[src/design/fxa_pkg.sv]
// types and constants for the q24.8 fixed-point alu
// no dependencies
`timescale 1ns / 1ps

package fxa_pkg;

  localparam int DATA_W = 32;
  localparam int FRAC_W = 8;
  localparam int NUM_W  = DATA_W + FRAC_W;
  localparam int PROD_W = 2 * DATA_W;
  localparam int DIV_STEPS = NUM_W;

  localparam logic signed [DATA_W-1:0] MAX_V = {1'b0, {(DATA_W-1){1'b1}}};
  localparam logic signed [DATA_W-1:0] MIN_V = {1'b1, {(DATA_W-1){1'b0}}};

  typedef enum logic [3:0] {
    KIND_ADD     = 4'd0,
    KIND_SUB     = 4'd1,
    KIND_MUL     = 4'd2,
    KIND_DIV     = 4'd3,
    KIND_EQ      = 4'd4,
    KIND_NE      = 4'd5,
    KIND_LT      = 4'd6,
    KIND_LE      = 4'd7,
    KIND_GT      = 4'd8,
    KIND_GE      = 4'd9,
    KIND_MIN     = 4'd10,
    KIND_MAX     = 4'd11,
    KIND_INC     = 4'd12,
    KIND_DEC     = 4'd13,
    KIND_TOINT   = 4'd14,
    KIND_FROMINT = 4'd15
  } fxa_kind_e;

  typedef struct packed {
    fxa_kind_e                 kind;
    logic signed [DATA_W-1:0]  res;
    logic                      cmp;
    logic                      ov;
    logic                      neg;
    logic                      divz;
    logic [DATA_W-1:0]         mag_a;
    logic [DATA_W-1:0]         mag_b;
    logic [PROD_W-1:0]         prod;
    logic [DATA_W-1:0]         rem;
    logic [NUM_W-1:0]          quo;
    logic [NUM_W-1:0]          num;
  } fxa_data_t;

endpackage

[src/design/fxa_req_if.sv]
// request channel of the fixed-point alu
// depends on fxa_pkg
`timescale 1ns / 1ps

interface fxa_req_if;
  logic                                 valid;
  logic                                 ready;
  logic [3:0]                           kind;
  logic signed [fxa_pkg::DATA_W-1:0]    operand_a;
  logic signed [fxa_pkg::DATA_W-1:0]    operand_b;

  modport source (output valid, kind, operand_a, operand_b, input ready);
  modport sink (input valid, kind, operand_a, operand_b, output ready);
endinterface

[src/design/fxa_front.sv]
// input stage: decode, simple operations, operand magnitudes
// depends on fxa_pkg and fxa_req_if
`timescale 1ns / 1ps

module fxa_front (
  input  logic              clk_i,
  input  logic              rst_ni,
  fxa_req_if.sink           req_i,
  output logic              valid_o,
  input  logic              ready_i,
  output fxa_pkg::fxa_data_t data_o
);
  import fxa_pkg::*;

  function automatic logic [DATA_W:0] sat_w(input logic [DATA_W:0] v);
    logic [DATA_W:0] r;
    if (v[DATA_W] != v[DATA_W-1]) begin
      r = {1'b1, (v[DATA_W] ? MIN_V : MAX_V)};
    end else begin
      r = {1'b0, v[DATA_W-1:0]};
    end
    return r;
  endfunction

  logic              v_q;
  fxa_data_t         d_q;
  fxa_data_t         d_d;
  logic signed [DATA_W-1:0] a, b;
  logic [DATA_W:0]   a_x, b_x, s_w;
  fxa_kind_e         kind;

  assign a = req_i.operand_a;
  assign b = req_i.operand_b;
  assign a_x = {a[DATA_W-1], a};
  assign b_x = {b[DATA_W-1], b};
  assign kind = fxa_kind_e'(req_i.kind);

  always_comb begin
    d_d = '0;
    s_w = '0;
    d_d.kind = kind;
    d_d.neg = a[DATA_W-1] ^ b[DATA_W-1];
    d_d.divz = (b == '0);
    d_d.mag_a = a[DATA_W-1] ? DATA_W'(-a) : a;
    d_d.mag_b = b[DATA_W-1] ? DATA_W'(-b) : b;
    d_d.num = {d_d.mag_a, {FRAC_W{1'b0}}};
    case (kind)
      KIND_ADD: s_w = sat_w(a_x + b_x);
      KIND_SUB: s_w = sat_w(a_x - b_x);
      KIND_INC: s_w = sat_w(a_x + (DATA_W+1)'(1));
      KIND_DEC: s_w = sat_w(a_x - (DATA_W+1)'(1));
      KIND_DIV: begin
        if (b == '0) s_w = {1'b1, (a[DATA_W-1] ? MIN_V : MAX_V)};
      end
      KIND_EQ: d_d.cmp = (a == b);
      KIND_NE: d_d.cmp = (a != b);
      KIND_LT: d_d.cmp = (a < b);
      KIND_LE: d_d.cmp = (a <= b);
      KIND_GT: d_d.cmp = (a > b);
      KIND_GE: d_d.cmp = (a >= b);
      KIND_MIN: s_w = {1'b0, ((a > b) ? b : a)};
      KIND_MAX: s_w = {1'b0, ((a > b) ? a : b)};
      KIND_TOINT: s_w = {1'b0, (a >>> FRAC_W)};
      KIND_FROMINT: begin
        if (!a[DATA_W-1] && (a[DATA_W-2:DATA_W-1-FRAC_W] != '0)) begin
          s_w = {1'b1, MAX_V};
        end else if (a[DATA_W-1] && (a[DATA_W-2:DATA_W-1-FRAC_W] != '1)) begin
          s_w = {1'b1, MIN_V};
        end else begin
          s_w = {1'b0, (a <<< FRAC_W)};
        end
      end
      default: s_w = '0;
    endcase
    d_d.ov = s_w[DATA_W];
    d_d.res = s_w[DATA_W-1:0];
  end

  assign req_i.ready = !v_q || ready_i;

  always_ff @(posedge clk_i or negedge rst_ni) begin
    if (!rst_ni) begin
      v_q <= 1'b0;
    end else if (req_i.ready) begin
      v_q <= req_i.valid;
    end
  end

  always_ff @(posedge clk_i) begin
    if (req_i.valid && req_i.ready) begin
      d_q <= d_d;
    end
  end

  assign valid_o = v_q;
  assign data_o = d_q;
endmodule

[src/flat_wrapper.sv]
// flat-port wrapper written by rule: the top's interface ports become plain ports
module fxa_front_flat import fxa_pkg::*;
  (clk_i, rst_ni, valid_o, ready_i, data_o, req_i_valid, req_i_kind, req_i_operand_a, req_i_operand_b, req_i_ready);
  fxa_req_if req_i_i ();
  input  logic clk_i;
  input  logic rst_ni;
  output logic valid_o;
  input  logic ready_i;
  output fxa_pkg::fxa_data_t data_o;
  input wire logic [$bits(req_i_i.valid)-1:0] req_i_valid;
  input wire logic [$bits(req_i_i.kind)-1:0] req_i_kind;
  input wire logic [$bits(req_i_i.operand_a)-1:0] req_i_operand_a;
  input wire logic [$bits(req_i_i.operand_b)-1:0] req_i_operand_b;
  output wire logic [$bits(req_i_i.ready)-1:0] req_i_ready;
  assign req_i_i.valid = req_i_valid;
  assign req_i_i.kind = req_i_kind;
  assign req_i_i.operand_a = req_i_operand_a;
  assign req_i_i.operand_b = req_i_operand_b;
  assign req_i_ready = req_i_i.ready;
  fxa_front u_core (.clk_i(clk_i), .rst_ni(rst_ni), .req_i(req_i_i), .valid_o(valid_o), .ready_i(ready_i), .data_o(data_o));
endmodule
[config.mk]
export PLATFORM = sky130hd
export DESIGN_NAME = fxa_front_flat
export DESIGN_NICKNAME = d
export VERILOG_FILES = /design/src/design/fxa_pkg.sv /design/src/design/fxa_req_if.sv /design/src/design/fxa_front.sv /design/src/flat_wrapper.sv
export SDC_FILE = /design/constraint.sdc
export NUM_CORES = 1
export LEC_CHECK = 0
export BUFFER_PORTS_ARGS = -buffer_cell sky130_fd_sc_hd__buf_4
export CORE_MARGIN = 2
export CORE_UTILIZATION = 56
export CTS_CLUSTER_DIAMETER = 50
export CTS_CLUSTER_SIZE = 10
export DETAILED_ROUTE_END_ITERATION = 7
export PLACE_DENSITY = 0.89
export SYNTH_ARGS = -nofsm -noshare
export SYNTH_HDL_FRONTEND = slang
export SYNTH_SLANG_ARGS = --single-unit
export TNS_END_PERCENT = 50
[constraint.sdc]
create_clock -name clk_i -period 9.9 [get_ports clk_i]
set_input_delay 1.485 -clock clk_i [delete_from_list [all_inputs] [get_ports clk_i]]
set_output_delay 1.485 -clock clk_i [all_outputs]
set_load 0.02 [all_outputs]
Word level (Yosys, flattened, before mapping). Cells that the tools add are included.

Magnitude comparators: 4. Equality and inequality tests: 21. $add $sub $neg: 6. Mux-type cells: 18. Reduce and logical (&&, ||, !) cells: 9. Bitwise gates (word level): 1.

Operators by type and width (count): $pmux 33 s9 (1); $mux 33 (7); $mux 32 (7); $neg 32->32 (2); $mux 31 (2); $add 32x2->33 const B (1); $add 32x32->33 (1); $sub 32x2->33 const B (1); $sub 32x32->33 (1); $eq 32x32->1 (1); $eq 4x4->1 const B (8); $ge 32x32->1 (1); $gt 32x32->1 (1); $le 32x32->1 (1); $logic_not 32->1 (1); $lt 32x32->1 (1); $ne 32x32->1 (1); $eq 4x3->1 const B (4); $ne 8x8->1 const B (1); $reduce_bool 8->1 (1); $pmux 1 s6 (1); $eq 4x1->1 const B (1); $eq 4x2->1 const B (1); $logic_not 4->1 (1); other kinds (5) (11).

Input port bits: 72. Word-level logic and storage cells: 70. Register bits after elaboration: 105. Output and inout port bits: 282.

Logic depth before layout (Yosys ltp). Gate-level depths: netlist of the first run.

Word-level depth: 5. Mapped depth: 16. Mapped depth without buffers: 14.

Worst setup path before layout of the first run. Ideal clock, no wire load.

Path kind: input to register. From: input ready_i. To: register u_core.d_q (netlist bit u_core.data_o[176]), enable pin. Path slack: 5236 ps. Arrival: 4190 ps. Cell stages on the path: 2. Required time: 9426 ps. Setup time: 474 ps. Buffers on the path: 0. Cells stage by stage: nand2b_1 -> and2_1.

Word-level cells in the longest chain between the ends: 2.

RTL lines: start: declaration (RTL line flat_wrapper.sv:8) `input logic ready_i;`; $logic_or 1x1->1 (RTL line fxa_front.sv:79) `assign req_i.ready = !v_q || ready_i;`; $logic_and 1x1->1 (RTL line fxa_front.sv:90) `if (req_i.valid && req_i.ready) begin`; end signal: assignment (RTL line fxa_front.sv:91) `d_q <= d_d;`; end: declaration (RTL line fxa_front.sv:26) `fxa_data_t d_q;`.

Every way passes these cells. A chain may end at the register's enable or synchronous reset.

==> results.txt, run 1 <==
status = finished clean
hold crit path type = reg2reg
Worst Max-Slew Pin Slew = 1290 ps
IO Port Bufs = 209
Max IR drop VDD = 0.00008076 V
register area share after synthesis = 0.2429
largest net degree at the start of global routing = 67
DP Cell Count = 2043
Comb pwr share = 0.437
Final Setup Violations = 0
CTS Root Cell = clkbuf_16
syn avg cell area = 7.762 um2
fin crit share = 0.5865
# IOs = 354
ranking of synthesized cells by area = edfxtp_1, buf_4, xnor2_1, ha_1, o21ai_0
Syn-to-layout area delta = 9.112%
DR WL/cell = 24.00 um
Leak = 0.005843 uW
top_reg_cell synth = edfxtp_1
Yosys top cell area share = 0.2409
Setup crit end kind = flop
Fin Setup TNS = 0 ps
Async SR Flop Fraction = 0.009524
first-pass GRT wire length = 71570 um
cts-stage hold buffer count = 0
die area = 24380 um2
most frequent cells after synthesis = buf_4, o21ai_0, xnor2_1
Worst Path Max Fanout = 29
area of the core = 22710 um2
Post-synth EDFFs = 104
clk sinks = 105
cell with the most instances after synthesis = buf_4
# fillers = 2099
DR vias = 13400
CTS resizes = 0
Initial Utilization = 0.5708
Fin Clk Skew = 12.38 ps
fraction of layout cells with a size suffix above 1 = 0.1550
Pre-antenna DRT Iters = 7
# Max-Cap Violations = 0
die height = 156.1 um
post-synth cell types = 82
setup ws final = 4094 ps
final-report max-slew violation count = 0
RSZ-0062 raised after global routing = no
Period minus WS final = 5806 ps
pre-CTS setup slack = 3919 ps
post-CTS setup repair buffer count = 0
Total GRT Usage = 0.3888
CP Class = in2reg
initial antenna violation count = 0
Slew headroom = 0.1383
Die W = 156.1 um
final wirelength = 49430 um
TritonCTS clock tree = done
Synth Cell Area = 12960 um2
Psw = 705.9 uW
clock tree buffer depth = 2
Num CTS Buffers = 9
nets@finish = 1910
Yosys warnings = 0
WP data arrival = 5930 ps
Final ANT Viol Nets = 0
switching portion of total power = 0.4217
RePlAce Congestion = 1.001
Critical Path Start Type = input port
Clock Power Share = 0.233
Syn Inst Count = 1670
clock slew at reported path FFs = 80 ps
vias per inst = 6.505
post-synthesis register bit count = 105
register share of total power = 0.330
pwr dens = 118.3 nW/um2
Required @ worst endpoint = 10020 ps
num rows = 55
total grt overflow = 0
Iter 0 DRT Violations = 2018
cell internal pwr = 967.9 uW
H-tree depth = 3
Hold Vio Cnt, Final = 0
Peak Freq = 172.2 MHz
Worst-Skew Late Latency = 370 ps
Post-Layout Cell Count = 2060
HPWL Detailed = 38050 um
vias in the first global route = 11926
detailed-route DRC error count = 0
post-synth top area cell = edfxtp_1
area by class of cell:
cell class / instances / area [um2] / area share
antenna: 1 / 2.502 / 0.0001769
clock buffer: 10 / 229.0 / 0.01619
clock inverter: 6 / 75.07 / 0.005308
inverter: 75 / 281.5 / 0.01990
multi-input combinational: 1353 / 8362 / 0.5912
sequential: 105 / 3148 / 0.2226
tap: 285 / 356.6 / 0.02521
timing repair buffer: 225 / 1689 / 0.1194
kinds of logic (layout without fill, tap and decap cells):
group                    count (synthesis)  after routing  share of synthesized area
XOR/XNOR                               152            152                     0.1027
buffers and inverters                  355            316                     0.1558
AND/OR/NAND/NOR                        508            508                     0.1972
flip-flops                             105            105                     0.2429
AO/OA/AOI/OAI                          478            478                     0.2318
adder cells (fa/ha/maj)                 69             69                    0.06776
multiplexers                             2              2                   0.001641
other                                    1            145                  0.0002893
power groups by stage:
stage | clock [uW] | combinational (uW) | sequential (uW)
floorplan | 0 | 456 | 602
global placement | 0 | 698 | 561
detailed placement | 0 | 702 | 562
CTS | 388 | 704 | 552
global route | 401 | 767 | 555
finish | 389 | 732 | 552
worst max-delay path: stages:
cell      delay [ps]
buf_4            310
clkinv_1         360
ha_1             940
inv_2            250
nor4_1           420
nand4_1          320
nand2_1          240
nor2_1            60
o21ai_0          100
and3_1           760
a21boi_0         240
a2111o_1         430
routing by layer:
layer	routed length [um]	up-vias	global-route usage	share of wire
met5	0	-	0	0
met4	1651	0	0.1215	0.033
met3	7978	159	0.1233	0.16
met2	20950	1178	0.5883	0.42
met1	18850	6200	0.5299	0.38
li1	-	5863	-	-
flip-flops by register name, summed over array words and instances (netlist names):
register / cells
u_core.data_o: 104
u_core.valid_o: 1
worst paths after layout:
kind | startpoint | end | slack, ps | depth (start not counted)
setup / recovery | req_i_operand_b[31] | u_core.data_o[252] | 4090 | 12
hold / removal | u_core.valid_o | u_core.valid_o | 580 | 2
setup reg to reg | u_core.valid_o | u_core.data_o[267] | 7590 | 3
hold reg to reg | u_core.valid_o | u_core.valid_o | 580 | 2
max in group asynchronous | rst_ni | u_core.valid_o | 8950 | 1
min in group asynchronous | rst_ni | u_core.valid_o | 870 | 1
cell usage in the layout, fill, tap and decap left out, types with 12 or more instances in the layout:
cell	instances
a2111oi_0	12
or3_1	19
o211ai_1	19
nand2b_1	21
xor2_1	16
o31ai_1	22
nor2b_1	24
xnor2_1	135
a211oi_1	18
nor3_1	25
nand4_1	46
inv_1	72
nand3_1	44
conb_1	144
o21ai_0	164
o21a_1	16
and3_1	12
nand2_1	127
a31oi_1	13
a21oi_1	120
ha_1	67
nor2_1	127
edfxtp_1	104
buf_4	225
nor4_1	21
through the flow:
step / utilization / hold WS (ps) / instance area (um2) / total power, uW
floorplan: - / 782.6 / 13500 / 1058
global placement: 0.6090 / 524.1 / 13830 / 1259
detailed placement: 0.6093 / 565.4 / 13840 / 1263
CTS: 0.6227 / 585.1 / 14140 / 1644
global route: 0.6227 / 641.7 / 14140 / 1723
finish: 0.6228 / 577.6 / 14140 / 1674
(Power assumes the default switching activity.)
==> run 2, diff against run 1 <==
--- a/config.mk
+++ b/config.mk
@@ -7,11 +7,11 @@
 export LEC_CHECK = 0
 export BUFFER_PORTS_ARGS = -buffer_cell sky130_fd_sc_hd__buf_4
 export CORE_MARGIN = 2
-export CORE_UTILIZATION = 56
+export CORE_UTILIZATION = 50
 export CTS_CLUSTER_DIAMETER = 50
 export CTS_CLUSTER_SIZE = 10
 export DETAILED_ROUTE_END_ITERATION = 7
-export PLACE_DENSITY = 0.89
+export PLACE_DENSITY = 0.84
 export SYNTH_ARGS = -nofsm -noshare
 export SYNTH_HDL_FRONTEND = slang
 export SYNTH_SLANG_ARGS = --single-unit
==> constraint.sdc (replaced) <==
create_clock -name clk_i -period 4.65 [get_ports clk_i]
set_input_delay 0.6975 -clock clk_i [delete_from_list [all_inputs] [get_ports clk_i]]
set_output_delay 0.6975 -clock clk_i [all_outputs]
set_load 0.02 [all_outputs]
==> run 2 against run 1 <==
  * Final cell count up 6.6%
  * Sequential power up 110%
  * Cell area up 5.1%
  * Highest routed layer unchanged
  * Critical path depth up 2
  * Register-to-register slack worse by 4800 ps
  * Via count up 1.5%
  * Sequential cell count unchanged
  * Combinational power up 120%
  * Sequential share of layout area down 1.1 points
  * Critical path type unchanged
  * Non-clock buffer count up 87
  * First-iteration DRC count down 6.9%
  * Worst setup slack worse by 3800 ps
==> results.txt, run 2 (synthesis results as in run 1) <==
status = finished clean (unchanged)
GR peak layer = met2 (unchanged)
Pre-antenna DRT Iters = 5 (was 7)
commonest non-fill, non-tap cell in the layout = buf_4 (unchanged)
switching portion of total power = 0.4222 (was 0.4217)
register share of total power = 0.326 (was 0.330)
Required @ worst endpoint = 4860 ps (was 10020 ps)
Largest register FFs = 104 (unchanged)
Power Total = 3597 uW (was 1674 uW)
DR vias = 13597 (was 13400)
cts-stage hold buffer count = 0 (unchanged)
CP max-delay cell = ha_1 (unchanged)
# IOs = 354 (unchanged)
die height = 165.0 um (was 156.1 um)
WP data arrival = 4550 ps (was 5930 ps)
DR WL/cell = 23.07 um (was 24.00 um)
met3 Use GR = 0.08564 (was 0.1233)
fraction of layout cells with a size suffix above 1 = 0.1940 (was 0.1550)
Die W = 165.0 um (was 156.1 um)
# Max-Cap Violations = 0 (unchanged)
Reg area = 3148 um2 (unchanged)
Placed Area = 14570 um2 (was 13840 um2)
Syn-to-layout area delta = 14.65% (was 9.112%)
H-tree depth = 3 (unchanged)
Post-Layout Inst Area = 14860 um2 (was 14140 um2)
Fin Clk Skew = 10.02 ps (was 12.38 ps)
fin crit share = 0.9325
Slew headroom = 0.4118 (was 0.1383)
Setup crit end kind = flop (unchanged)
Psw = 1519 uW (was 705.9 uW)
detailed-route DRC error count = 0 (unchanged)
# fillers = 2338 (was 2099)
HPWL Detailed = 40270 um (was 38050 um)
die area = 27230 um2 (was 24380 um2)
largest net degree at the start of global routing = 43 (was 67)
final-report max-slew violation count = 0 (unchanged)
Hold Vio Cnt, Final = 0 (unchanged)
Leak = 0.006270 uW (was 0.005843 uW)
Worst-Skew Late Latency = 370 ps (about the same)
Num CTS Buffers = 9 (unchanged)
pwr dens = 242.0 nW/um2 (was 118.3 nW/um2)
RSZ-0062 raised after global routing = no (unchanged)
post-CTS setup repair buffer count = 0 (unchanged)
total grt overflow = 0 (unchanged)
GR Util met2 = 0.5244 (was 0.5883)
RePlAce Congestion = 0.9856 (was 1.001)
hold crit path type = in2async (was reg2reg)
most frequent cells in the layout = buf_4, o21ai_0, conb_1 (unchanged)
nets@finish = 1997 (was 1910)
cell internal pwr = 2078 uW (was 967.9 uW)
clock slew at reported path FFs = 80 ps (about the same)
Period minus WS final = 4336 ps
first-pass GRT wire length = 73400 um (was 71570 um)
CP peak stage delay = 590 ps (was 940 ps)
CTS resizes = 0 (unchanged)
area of the multi-input gates = 8343 um2 (was 8362 um2)
area of the core = 25330 um2 (was 22710 um2)
Worst Max-Slew Pin Slew = 874.2 ps (was 1290 ps)
Total GRT Usage = 0.3601 (was 0.3888)
CTS Root Cell = clkbuf_16 (unchanged)
initial antenna violation count = 3 (was 0)
Max IR drop VDD = 0.0002340 V (was 0.00008076 V)
Iter 0 DRT Violations = 1878 (was 2018)
clock tree buffer depth = 2 (unchanged)
Final Setup Violations = 0 (unchanged)
vias per inst = 6.195 (was 6.505)
Initial Utilization = 0.5118 (was 0.5708)
Fin Setup TNS = 0 ps (unchanged)
IO Port Bufs = 209 (unchanged)
Clock Power Share = 0.222 (was 0.233)
Worst Path Max Fanout = 16 (was 29)
final wirelength = 50650 um (was 49430 um)
Final ANT Viol Nets = 0 (unchanged)
critical path, cell by cell = buf_4, inv_1, ha_1, nor2b_1, o21ai_0, a21oi_1, o311ai_0, and3_1, nor4_1, a311oi_2, buf_4, o21ai_0, and4_1, o211ai_2 (was buf_4, clkinv_1, ha_1, inv_2, nor4_1, nand4_1, nand2_1, nor2_1, o21ai_0, and3_1, a21boi_0, a2111o_1)
Critical Path Start Type = input port (unchanged)
Peak Freq = 230.6 MHz
Comb pwr share = 0.453 (was 0.437)
clk sinks = 105 (unchanged)
num rows = 58 (was 55)
TritonCTS clock tree = done (unchanged)
vias in the first global route = 12011 (was 11926)
CP Class = in2reg (unchanged)
grt met1 use = 0.5147 (was 0.5299)
## run 2: area by class of cell
class / instances / share of cell area
sequential: 105 / 0.2118
timing repair buffer: 312 / 0.1601
clock inverter: 6 / 0.003873
multi-input combinational: 1353 / 0.5614
tap: 330 / 0.02778
antenna: 4 / 0.0006735
clock buffer: 10 / 0.01541
inverter: 75 / 0.01894
## run 2: worst max-delay path: cells and delay by family
kind                     cells  cell delay, ps
adder cells (fa/ha/maj)      1             590
AO/OA/AOI/OAI                6            1660
buffers and inverters        3             490
AND/OR/NAND/NOR              4            1100
## run 2: per-layer routing
metal / share of wire / wire length, um
met1: 0.41 / 20690
met2: 0.42 / 21360
met3: 0.13 / 6709
met4: 0.037 / 1884
met5: 0 / 0
## run 2: power by group through the flow
| stage | Clock, uW | Combinational (uW) | Sequential (uW) |
|---|---|---|---|
| floorplan | 0 | 972 | 1280 |
| global placement | 0 | 1570 | 1190 |
| detailed placement | 0 | 1570 | 1190 |
| CTS | 809 | 1580 | 1170 |
| global route | 834 | 1720 | 1180 |
| finish | 797 | 1630 | 1170 |
## run 2: metrics by stage
stage	std cells	util	setup slack, ps	hold slack (ps)
after detailed placement	2175	0.5751	63.23	473.3
after floorplan	1813	-	773.5	401.9
final	2195	0.5868	313.9	95.66
after CTS	2191	0.5864	426.3	85.98
after global placement	2175	0.5751	98.52	473.0
after global routing	2193	0.5866	101.6	87.23
## run 2: worst paths after layout
| path | start | endpoint | slack (ps) | cells after the start |
|---|---|---|---|---|
| max reg2reg | u_core.valid_o | u_core.data_o[196] | 2790 | 3 |
| min reg2reg | u_core.valid_o | u_core.valid_o | 550 | 2 |
| min in group clk_i | req_i_valid | u_core.valid_o | 540 | 2 |
| max | req_i_operand_b[16] | u_core.data_o[249] | 310 | 14 |
| min | rst_ni | u_core.valid_o | 100 | 1 |
| max in group asynchronous | rst_ni | u_core.valid_o | 4480 | 1 |
